`config.mk`:
```
export PLATFORM = sky130hd
export DESIGN_NAME = quadtree_leaf_position_tracker
export DESIGN_NICKNAME = d
export VERILOG_FILES = /design/src/rtl/core/qlpt_pkg.sv /design/src/rtl/core/quadtree_leaf_position_tracker.sv /design/src/rtl/core/qlpt_front.sv /design/src/rtl/core/qlpt_queue.sv /design/src/rtl/core/qlpt_back.sv
export SDC_FILE = /design/constraint.sdc
export NUM_CORES = 1
export LEC_CHECK = 0
export BUFFER_PORTS_ARGS = -buffer_cell sky130_fd_sc_hd__buf_2
export CORE_UTILIZATION = 50
export DETAILED_ROUTE_END_ITERATION = 8
export PLACE_DENSITY_LB_ADDON = 0.05
export SLEW_MARGIN = 20
export SYNTH_ARGS = -nofsm -noshare
export SYNTH_HDL_FRONTEND = slang
export SYNTH_SLANG_ARGS = --single-unit
```
`constraint.sdc`:
```
create_clock -name aclk -period 3.7 [get_ports aclk]
set_clock_uncertainty 0.2 [all_clocks]
set_input_delay 0.37 -clock aclk [delete_from_list [all_inputs] [get_ports aclk]]
set_output_delay 0.37 -clock aclk [all_outputs]
set_load 0.01 [all_outputs]
```
`src/rtl/core/qlpt_pkg.sv`:
```
package qlpt_pkg;

    localparam int LEVEL_W     = 2;
    localparam int TSL_W       = 4;
    localparam int COUNT_W     = 10;
    localparam int TILE_W      = 9;
    localparam int CFG_INDEX_W = 2;
    localparam int CFG_DATA_W  = 10;
    localparam int QUEUE_DEPTH = 2;
    localparam int QPTR_W      = 1;

    localparam logic [CFG_INDEX_W-1:0] CFG_TOP_SIZE_LOG2 = 2'd0;
    localparam logic [CFG_INDEX_W-1:0] CFG_TILES_ACROSS  = 2'd1;
    localparam logic [CFG_INDEX_W-1:0] CFG_TILES_DOWN    = 2'd2;

    localparam logic [TSL_W-1:0]   TOP_SIZE_LOG2_RESET = 4'd5;
    localparam logic [COUNT_W-1:0] TILE_COUNT_RESET    = 10'd1;
    localparam logic [COUNT_W-1:0] TILE_COUNT_MAX      = 10'd512;

    typedef enum logic [1:0] {
        STATUS_PLACED     = 2'd0,
        STATUS_MISALIGNED = 2'd1,
        STATUS_COMPLETE   = 2'd2
    } status_t;

    typedef struct packed {
        logic               too_deep;
        logic [LEVEL_W-1:0] level;
    } leaf_req_t;

    typedef struct packed {
        logic [TSL_W-1:0]   top_size_log2;
        logic [COUNT_W-1:0] tiles_across;
        logic [COUNT_W-1:0] tiles_down;
    } tracker_cfg_t;

endpackage

```
`src/rtl/core/quadtree_leaf_position_tracker.sv`:
```
// Quadtree leaf position tracker.
// Each request on the s_ channel carries the depth of the next leaf block in
// stream order, and the m_ channel returns exactly one result per request:
// the pixel offset of the leaf's top-left corner, a status code and a flag
// that marks the leaf that completed the last tile of the image.
// A request is taken into a two-entry queue, and its result is then written
// to the output register. One request per cycle is sustained while the
// receiver keeps m_ready high; the back end updates the fill index and tile
// position for each request that it pops, and that update sets the rate.
// When the receiver holds m_ready low, the result waits in the output
// register, the queue takes up to two more requests, and then s_ready drops.
// Registers are written on the cfg_ channel, which is always ready, and
// should be written only while no request is in flight.
// Reset clears the fill index, the tile position, the completion flag, the
// queue and the output valid flag, and restores the registers to a top size
// of 32 pixels and a one by one tile image.
module quadtree_leaf_position_tracker
    import qlpt_pkg::*;
#(
    parameter int LEVELS     = 4,
    parameter int COORD_BITS = 12
) (
    input  logic                   aclk,
    input  logic                   aresetn,
    input  logic                   cfg_valid,
    output logic                   cfg_ready,
    input  logic [CFG_INDEX_W-1:0] cfg_index,
    input  logic [CFG_DATA_W-1:0]  cfg_data,
    input  logic                   s_valid,
    output logic                   s_ready,
    input  logic [LEVEL_W-1:0]     s_block_level,
    output logic                   m_valid,
    input  logic                   m_ready,
    output logic [COORD_BITS-1:0]  m_x_offset,
    output logic [COORD_BITS-1:0]  m_y_offset,
    output logic [1:0]             m_status,
    output logic                   m_image_done
);

    tracker_cfg_t cfg_reg, cfg_next;
    logic         push, pop, queue_full, head_valid;
    leaf_req_t    push_req, head_req;

    assign cfg_ready = 1'b1;

    always_comb begin
        cfg_next = cfg_reg;
        if (cfg_valid) begin
            unique case (cfg_index)
                CFG_TOP_SIZE_LOG2: cfg_next.top_size_log2 = cfg_data[TSL_W-1:0];
                CFG_TILES_ACROSS:  cfg_next.tiles_across  = cfg_data;
                CFG_TILES_DOWN:    cfg_next.tiles_down    = cfg_data;
                default:           cfg_next = cfg_reg;
            endcase
        end
    end

    always_ff @(posedge aclk) begin
        if (!aresetn) begin
            cfg_reg.top_size_log2 <= TOP_SIZE_LOG2_RESET;
            cfg_reg.tiles_across  <= TILE_COUNT_RESET;
            cfg_reg.tiles_down    <= TILE_COUNT_RESET;
        end else begin
            cfg_reg <= cfg_next;
        end
    end

    qlpt_front #(
        .LEVELS (LEVELS)
    ) u_front (
        .s_valid       (s_valid),
        .s_ready       (s_ready),
        .s_block_level (s_block_level),
        .push          (push),
        .push_req      (push_req),
        .queue_full    (queue_full)
    );

    qlpt_queue u_queue (
        .aclk       (aclk),
        .aresetn    (aresetn),
        .push       (push),
        .push_req   (push_req),
        .full       (queue_full),
        .pop        (pop),
        .head_valid (head_valid),
        .head_req   (head_req)
    );

    qlpt_back #(
        .LEVELS     (LEVELS),
        .COORD_BITS (COORD_BITS)
    ) u_back (
        .aclk         (aclk),
        .aresetn      (aresetn),
        .cfg          (cfg_reg),
        .head_valid   (head_valid),
        .head_req     (head_req),
        .pop          (pop),
        .m_valid      (m_valid),
        .m_ready      (m_ready),
        .m_x_offset   (m_x_offset),
        .m_y_offset   (m_y_offset),
        .m_status     (m_status),
        .m_image_done (m_image_done)
    );

endmodule

```
`src/rtl/core/qlpt_front.sv`:
```
module qlpt_front
    import qlpt_pkg::*;
#(
    parameter int LEVELS = 4
) (
    input  logic               s_valid,
    output logic               s_ready,
    input  logic [LEVEL_W-1:0] s_block_level,
    output logic               push,
    output leaf_req_t          push_req,
    input  logic               queue_full
);

    localparam logic [TSL_W-1:0] LEVEL_LIMIT = TSL_W'(LEVELS);

    assign s_ready = !queue_full;
    assign push    = s_valid && !queue_full;

    always_comb begin
        push_req.level    = s_block_level;
        push_req.too_deep = (TSL_W'(s_block_level) >= LEVEL_LIMIT);
    end

endmodule

```
`src/rtl/core/qlpt_queue.sv`:
```
module qlpt_queue
    import qlpt_pkg::*;
(
    input  logic      aclk,
    input  logic      aresetn,
    input  logic      push,
    input  leaf_req_t push_req,
    output logic      full,
    input  logic      pop,
    output logic      head_valid,
    output leaf_req_t head_req
);

    localparam logic [QPTR_W:0] FULL_COUNT = (QPTR_W + 1)'(QUEUE_DEPTH);

    leaf_req_t          entry_reg [QUEUE_DEPTH];
    logic [QPTR_W-1:0]  wr_ptr_reg, wr_ptr_next;
    logic [QPTR_W-1:0]  rd_ptr_reg, rd_ptr_next;
    logic [QPTR_W:0]    count_reg, count_next;

    assign full       = (count_reg == FULL_COUNT);
    assign head_valid = (count_reg != '0);
    assign head_req   = entry_reg[rd_ptr_reg];

    always_comb begin
        wr_ptr_next = push ? wr_ptr_reg + 1'b1 : wr_ptr_reg;
        rd_ptr_next = pop ? rd_ptr_reg + 1'b1 : rd_ptr_reg;
        count_next  = count_reg;
        if (push && !pop) begin
            count_next = count_reg + 1'b1;
        end else if (pop && !push) begin
            count_next = count_reg - 1'b1;
        end
    end

    always_ff @(posedge aclk) begin
        if (!aresetn) begin
            wr_ptr_reg <= '0;
            rd_ptr_reg <= '0;
            count_reg  <= '0;
        end else begin
            wr_ptr_reg <= wr_ptr_next;
            rd_ptr_reg <= rd_ptr_next;
            count_reg  <= count_next;
        end
    end

    always_ff @(posedge aclk) begin
        if (push) begin
            entry_reg[wr_ptr_reg] <= push_req;
        end
    end

endmodule

```
`src/rtl/core/qlpt_back.sv`:
```
module qlpt_back
    import qlpt_pkg::*;
#(
    parameter int LEVELS     = 4,
    parameter int COORD_BITS = 12
) (
    input  logic                  aclk,
    input  logic                  aresetn,
    input  tracker_cfg_t          cfg,
    input  logic                  head_valid,
    input  leaf_req_t             head_req,
    output logic                  pop,
    output logic                  m_valid,
    input  logic                  m_ready,
    output logic [COORD_BITS-1:0] m_x_offset,
    output logic [COORD_BITS-1:0] m_y_offset,
    output logic [1:0]            m_status,
    output logic                  m_image_done
);

    localparam int IDX_BITS = 2 * (LEVELS - 1);
    localparam int SUB_BITS = LEVELS - 1;
    localparam logic [TSL_W-1:0] FINE_SHIFT = TSL_W'(LEVELS - 1);

    logic [IDX_BITS-1:0]   fill_reg, fill_next;
    logic [TILE_W-1:0]     col_reg, col_next;
    logic [TILE_W-1:0]     row_reg, row_next;
    logic                  complete_reg, complete_next;
    logic                  out_valid_reg, out_valid_next;
    logic [COORD_BITS-1:0] x_reg, x_next;
    logic [COORD_BITS-1:0] y_reg, y_next;
    status_t               status_reg, status_next;
    logic                  done_reg, done_next;

    logic [IDX_BITS-1:0]   span_mask;
    logic [IDX_BITS:0]     fill_sum;
    logic [SUB_BITS-1:0]   sub_x, sub_y;
    logic [TSL_W-1:0]      unit_log2;
    logic [COUNT_W-1:0]    across_eff, down_eff;
    logic                  misaligned, tile_full, last_col, last_row;
    logic [COORD_BITS-1:0] x_pos, y_pos;

    assign pop          = head_valid && (!out_valid_reg || m_ready);
    assign m_valid      = out_valid_reg;
    assign m_x_offset   = x_reg;
    assign m_y_offset   = y_reg;
    assign m_status     = status_reg;
    assign m_image_done = done_reg;

    always_comb begin
        for (int k = 0; k < SUB_BITS; k++) begin
            span_mask[2*k +: 2] = ((TSL_W'(k) + TSL_W'(head_req.level)) < FINE_SHIFT) ?
                                  2'b11 : 2'b00;
            sub_x[k] = fill_reg[2*k];
            sub_y[k] = fill_reg[2*k + 1];
        end
    end

    always_comb begin
        misaligned = head_req.too_deep || ((fill_reg & span_mask) != '0);
        fill_sum   = {1'b0, fill_reg} + {1'b0, span_mask} + (IDX_BITS + 1)'(1);
        tile_full  = fill_sum[IDX_BITS];

        unit_log2 = (cfg.top_size_log2 >= FINE_SHIFT) ?
                    cfg.top_size_log2 - FINE_SHIFT : '0;

        if (cfg.tiles_across == '0) begin
            across_eff = TILE_COUNT_RESET;
        end else if (cfg.tiles_across > TILE_COUNT_MAX) begin
            across_eff = TILE_COUNT_MAX;
        end else begin
            across_eff = cfg.tiles_across;
        end
        if (cfg.tiles_down == '0) begin
            down_eff = TILE_COUNT_RESET;
        end else if (cfg.tiles_down > TILE_COUNT_MAX) begin
            down_eff = TILE_COUNT_MAX;
        end else begin
            down_eff = cfg.tiles_down;
        end
        last_col = (({1'b0, col_reg} + COUNT_W'(1)) >= across_eff);
        last_row = (({1'b0, row_reg} + COUNT_W'(1)) >= down_eff);

        x_pos = (COORD_BITS'(col_reg) << cfg.top_size_log2)
              + (COORD_BITS'(sub_x) << unit_log2);
        y_pos = (COORD_BITS'(row_reg) << cfg.top_size_log2)
              + (COORD_BITS'(sub_y) << unit_log2);
    end

    always_comb begin
        fill_next      = fill_reg;
        col_next       = col_reg;
        row_next       = row_reg;
        complete_next  = complete_reg;
        out_valid_next = out_valid_reg && !m_ready;
        x_next         = x_reg;
        y_next         = y_reg;
        status_next    = status_reg;
        done_next      = done_reg;

        if (pop) begin
            out_valid_next = 1'b1;
            x_next         = '0;
            y_next         = '0;
            done_next      = 1'b0;
            if (complete_reg) begin
                status_next = STATUS_COMPLETE;
            end else if (misaligned) begin
                status_next = STATUS_MISALIGNED;
            end else begin
                status_next = STATUS_PLACED;
                x_next      = x_pos;
                y_next      = y_pos;
                fill_next   = fill_sum[IDX_BITS-1:0];
                if (tile_full) begin
                    if (last_col) begin
                        col_next = '0;
                        if (last_row) begin
                            row_next      = '0;
                            complete_next = 1'b1;
                            done_next     = 1'b1;
                        end else begin
                            row_next = row_reg + 1'b1;
                        end
                    end else begin
                        col_next = col_reg + 1'b1;
                    end
                end
            end
        end
    end

    always_ff @(posedge aclk) begin
        if (!aresetn) begin
            fill_reg      <= '0;
            col_reg       <= '0;
            row_reg       <= '0;
            complete_reg  <= 1'b0;
            out_valid_reg <= 1'b0;
        end else begin
            fill_reg      <= fill_next;
            col_reg       <= col_next;
            row_reg       <= row_next;
            complete_reg  <= complete_next;
            out_valid_reg <= out_valid_next;
        end
    end

    always_ff @(posedge aclk) begin
        x_reg      <= x_next;
        y_reg      <= y_next;
        status_reg <= status_next;
        done_reg   <= done_next;
    end

endmodule

```
Yosys cells after proc, flatten, opt, wreduce, memory -nomap -nowiden
Memory sizes are Yosys's and may differ from the RTL's. A register that Yosys moved wholly into a read port is not among the register bits.
Index checks and enable logic that the tools add are counted.
{ "word_totals": {"wordCells": 97, "register_bits": 81, "ramBits": 4, "input_bits": 19, "mem_count": 1} }
{ "classes": {"magnitude_cmp": 8, "reduce_logical": 25, "eq_ne": 3, "n_addsub": 15, "shifts": 4, "bitwise": 3, "muxes": 23} }
{ "mem_list": {"columns": ["name", "words", "word_bits", "read_ports", "rd_clocked_by_memory_dff", "write_ports", "line_no", "source"], "rows": [
  ["u_queue.entry_reg", 2, 2, 1, 1, 1, "qlpt_queue.sv:16", "leaf_req_t entry_reg [QUEUE_DEPTH];"]
]} }
{ "op_table": {"columns": ["operator", "n"], "rows": [
  ["2-to-1 mux 10 bit", 4],
  ["adder 12 bit", 2],
  ["<< shifter 3 x 4 -> 12 bit", 2],
  ["<< shifter 9 x 4 -> 12 bit", 2],
  ["adder 9 x 1 -> 10 bit, second input constant", 2],
  ["greater-or-equal comparator 10 bit", 2],
  ["greater-than comparator 10 bit, second input constant", 2],
  ["zero test 10 bit", 2],
  ["adder 9 x 1 -> 9 bit, second input constant", 2],
  ["2-to-1 mux 9 bit", 2],
  ["2-to-1 mux 1 bit", 11],
  ["2-to-1 mux 2 bit", 5],
  ["< comparator 4 x 2 -> 1 bit, second input constant", 2],
  ["adder 6 x 6 -> 7 bit", 1],
  ["adder 7 x 1 -> 7 bit, second input constant", 1],
  ["bitwise AND 6 bit", 1],
  ["AND reduction 2 bit", 3],
  ["nonzero test 6 bit", 1],
  ["logical AND 1 bit", 5],
  ["zero test 1 bit", 5],
  ["AND reduction 5 bit", 1],
  ["== test 2 bit, second input constant", 2],
  ["greater-or-equal comparator 4 x 2 -> 1 bit, second input constant", 1],
  ["2-to-1 mux 4 bit", 1],
  ["16 further kinds", 19]
]} }

Longest topological paths before layout
{ "depth": {"ltp_word": 9, "ltp_mapped": 16, "mapped_depth_nobuf": 13} }

Cells and area by module
A second synthesis with hierarchy kept.
{ "unflattened": {"hier_cells": 783, "area_unflattened_um2": 6600.1} }
{ "by_module_without_submodules": {"columns": ["mod", "area_each_um2", "seq_area_each_um2", "cells_per_inst", "instances"], "rows": [
  ["qlpt_back", 5195.0, 1331.3, 651, 1],
  ["quadtree_leaf_position_tracker", 933.4, 480.5, 95, 1],
  ["qlpt_queue", 435.4, 280.3, 31, 1],
  ["qlpt_front", 36.3, 0.0, 6, 1]
]} }

Worst setup path after synthesis
OpenSTA, ideal clock, no wires.
{ "synth_timing": {"path_kind": "reg2reg", "startpoint": "reg cfg_reg[21] (netlist name)", "endpoint": "reg u_back.x_reg[11] (netlist: u_back.m_x_offset[11]) (data pin)", "setup_slack_ns": 0.094, "required_time_ns": 3.234, "n_path_buf": 3, "stages_incl_launch_ff": 16, "arrival_time_ns": 3.140, "synth_period_minus_slack_ns": 3.606, "setup_time_ns": 0.266, "path_cell_list": "dfxtp_1 -> clkbuf_1 -> buf_1 -> clkbuf_1 -> mux2i_1 -> nand2_1 -> o21ai_0 -> nor2_1 -> a21oi_1 -> nor2_1 -> ha_1 -> a2111o_1 -> o211ai_1 -> a31oi_1 -> xnor2_1 -> nor2_1"} }
{ "synth_via": {"elab_chain_cells": 4, "word_cells_on_any_way": 6, "classes_between": "add/sub: 2; order compare: 1; shift: 2; mux: 1"} }
{ "synth_rtl": {"columns": ["element", "line_no", "source"], "rows": [
  ["from (decl)", "quadtree_leaf_position_tracker.sv:40", "tracker_cfg_t cfg_reg, cfg_next;"],
  ["from (signal assigned)", "quadtree_leaf_position_tracker.sv:64", "cfg_reg <= cfg_next;"],
  ["subtractor 4 x 2 -> 4 bit or greater-or-equal comparator 4 x 2 -> 1 bit (tied branches)", "qlpt_back.sv:65, qlpt_back.sv:64", null],
  ["2-to-1 mux 4 bit", "qlpt_back.sv:64", "unit_log2 = (cfg.top_size_log2 >= FINE_SHIFT) ?"],
  ["<< shifter 3 x 4 -> 12 bit", "qlpt_back.sv:85", "+ (COORD_BITS'(sub_x) << unit_log2);"],
  ["adder 12 bit (*)", "qlpt_back.sv:85", null],
  ["to (signal assigned)", "qlpt_back.sv:150", "x_reg <= x_next;"],
  ["to (decl)", "qlpt_back.sv:30", "logic [COORD_BITS-1:0] x_reg, x_next;"]
]} }
Every way passes the cells marked *; elsewhere a longest branch is shown, timed or not.
A chain may end at the register's enable or synchronous reset.

Worst setup path in the final report
{ "layout_timing": {"startpoint": "reg u_back.col_reg[1]", "endpoint": "reg u_back.row_reg[5]"} }
{ "layout_via": {"elab_chain_cells": 3} }
{ "layout_rtl": {"columns": ["element", "line_no", "source"], "rows": [
  ["from (decl)", "qlpt_back.sv:26", "logic [TILE_W-1:0] col_reg, col_next;"],
  ["from (signal assigned)", "qlpt_back.sv:142", "col_reg <= col_next;"],
  ["adder 9 x 1 -> 10 bit", "qlpt_back.sv:81", "last_col = (({1'b0, col_reg} + COUNT_W'(1)) >= across_eff);"],
  ["greater-or-equal comparator 10 bit", "qlpt_back.sv:81", null],
  ["AND reduction 5 bit (no line)", null, null],
  ["to (signal assigned)", "qlpt_back.sv:143", "row_reg <= row_next;"],
  ["to (decl)", "qlpt_back.sv:27", "logic [TILE_W-1:0] row_reg, row_next;"]
]} }
No other way between the ends.

==> qor.txt <==
Status: finished clean
Worst-path clk slew: 0.07 ns
Data required time of the worst path: 3.79 ns
CP max FO: 6
Final setup fails: 0
Largest register FFs: 24
Mapped Nets: 861
Layout cell share with drive strength beyond 1: 0.152
Worst slew pin tran: 0.901 ns
Hold_ws: 0.0607 ns
Hold WC Path Type: in2reg
Period Utilization, post-route: 0.962
Largest cells by area after synthesis: dfxtp_1, edfxtp_1, ha_1, nor2_1, mux2i_1
Htree depth: 3
Max Slew Vio Count: 0
Unique masters post-synth: 61
Vias in the first global route: 5250
Clk_lat worst skew: 0.35 ns
Post-route ant nets: 0
P_leak: 3.21 nW
XOR/XNOR share of the synthesized area: 0.0548
Via density: 5.74
TritonCTS clock tree: yes
Final Non-Filler Cells: 1006
Root Driver: clkbuf_16
Post-synth EDFFs: 31
Yosys top cell area share: 0.168
GRT Resource Usage Total: 0.246
Mapped Area: 0.00655 mm^2
Wire per inst: 16.4 um
Synth warnings: 0
Die Span Y: 116 um
Pre-Repair DR Iteration Count: 5
Synth Area in Simple Gates: 0.217
Core Rows: 41
Sequential-to-total area share from yosys stat: 0.310
Setup crit end kind: flip-flop
Worst slew margin: 0.398
Tot Pwr: 3.57 mW
Crit Path Class: reg2reg
Initial Util: 0.515
Peak VDD IR: 491 uV
Cell Count Post-Placement: 979
Multiplexer area fraction after synthesis: 0.0911
Die area: 0.0136 mm^2
Power Dens Cells: 482 mW/mm^2
CP arrival: 3.65 ns
Gate Count Post-Synth: 786
Final min period: 3.56 ns
Adder-cell share of the synthesized area: 0.110
# IOs: 49
Final hold vios: 0
Routed vias: 5779
DP HPWL: 12.2 mm
Largest net degree at the start of global routing: 42
Area of the core: 0.0127 mm^2
Wirelength, routed: 16.5 mm
Most common flop cell mapped by yosys: dfxtp_1
Gr ovfl total: 0
Count leader, synth: nor2_1
Synthesized flop and latch total: 86
Placed cell area: 0.00698 mm^2
Antenna diodes: 0
CTS Buffer Depth: 2
Initial antenna violation count: 0
Syn_area_per_cell: 8.34 um^2
Startpoint Class: flip-flop
DRC viols: 0
First-pass GRT wire length: 25.9 mm
Dominant cell type by area after synthesis: dfxtp_1
GPL Wtd Cong: 0.877
Main combinational cell family by area after synthesis: simple AND/OR/NAND/NOR gates
CTS sink cnt: 86
# port buffers: 47
Commonest cells in the netlist: nor2_1, nand2_1, dfxtp_1
Layout overhead on the synthesized area: 12.9%
Iter 0 DRT Violations: 406
Async S/R FF share, synth: 0
Maxcap violations: 0
Fin nets: 904
Inserted Clock Buffers: 9
Fin area: 0.00740 mm^2
Synth Area in Compound Gates: 0.173
F_max: 0.281 GHz
Final setup TNS: 0 ns
R2R Setup Slk: 0.14 ns
Die width: 116 um
-- timing repair --
action                                  CTS  global route
endpoints found under the setup margin    7            16
hold endpoints to repair                  4             0
setup buffers                             0             8
pin swaps                                 0             4
hold buffers                              2             0
gates resized for setup                   1            15
gates cloned                              0             1
-- where the power goes --
group / leakage, nW / switching [mW] / internal, mW
Combinational: 2.32 / 0.850 / 0.521
Sequential: 0.752 / 0.107 / 1.24
Clock: 0.137 / 0.393 / 0.460
-- worst max-delay path, stage by stage (launching register included) --
cell	delay (ns)
dfxtp_2	0.38
ha_2	0.23
and3_2	0.24
nand3_2	0.12
or2_2	0.37
xnor2_2	0.14
ha_1	0.31
nand4_1	0.13
a211oi_1	0.07
a2111o_2	0.54
buf_4	0.19
o211ai_2	0.26
a22o_1	0.20
a22o_1	0.12
-- cells by family after synthesis --
family | after synthesis
AND/OR/NAND/NOR | 304
AO/OA/AOI/OAI | 172
flip-flops | 86
buffers and inverters | 70
adder cells (fa/ha/maj) | 56
multiplexers | 56
XOR/XNOR | 41
other | 1
-- final timing paths --
path | startpoint | end | cells past startpoint
min | cfg_data[5] | cfg_reg[5] | 3
max | u_back.col_reg[1] | u_back.row_reg[5] | 13
max reg2reg | u_back.col_reg[1] | u_back.row_reg[5] | 13
min reg2reg | cfg_reg[10] | cfg_reg[10] | 2
-- layer usage --
layer	global-route usage	part of all wire
met1	0.333	0.46
met2	0.395	0.47
met3	0.0353	0.043
met4	0.0983	0.023
met5	0	0
-- stage by stage --
stage / utilization / setup WS (ns)
after global placement: 0.549 / 0.0555
after detailed placement: 0.549 / -0.0375
after floorplan: - / 0.0944
final: 0.582 / 0.139
after CTS: 0.572 / 0.0620
after global routing: 0.582 / -0.0141
-- final cells by class --
type,count,area [um^2]
inverters,22,86.3
multi-input cells,631,4290
clock inverters,6,46.3
well taps,172,215
flip-flops and latches,86,2030
fillers,1223,5320
repair buffers,79,497
clock buffers,10,229
-- layout by cell type, fill, tap and decap left out, drive strengths merged, types with 6 or more instances in the layout --
master,n
xnor2,21
mux2i,45
edfxtp,31
o21a,10
dfxtp,55
a22o,10
o22ai,17
a211oi,13
nand3,17
xor2,20
o211ai,10
ha,53
mux2,9
o31ai,6
clkbuf,10
nand2b,8
or2,7
nand2,65
or3,9
a21oi,49
inv,21
nor2,126
buf,77
o21ai,26
nor3,20
clkinv,6
nor2b,19
and3,7
No activity file was read; power rests on OpenSTA's default activity.
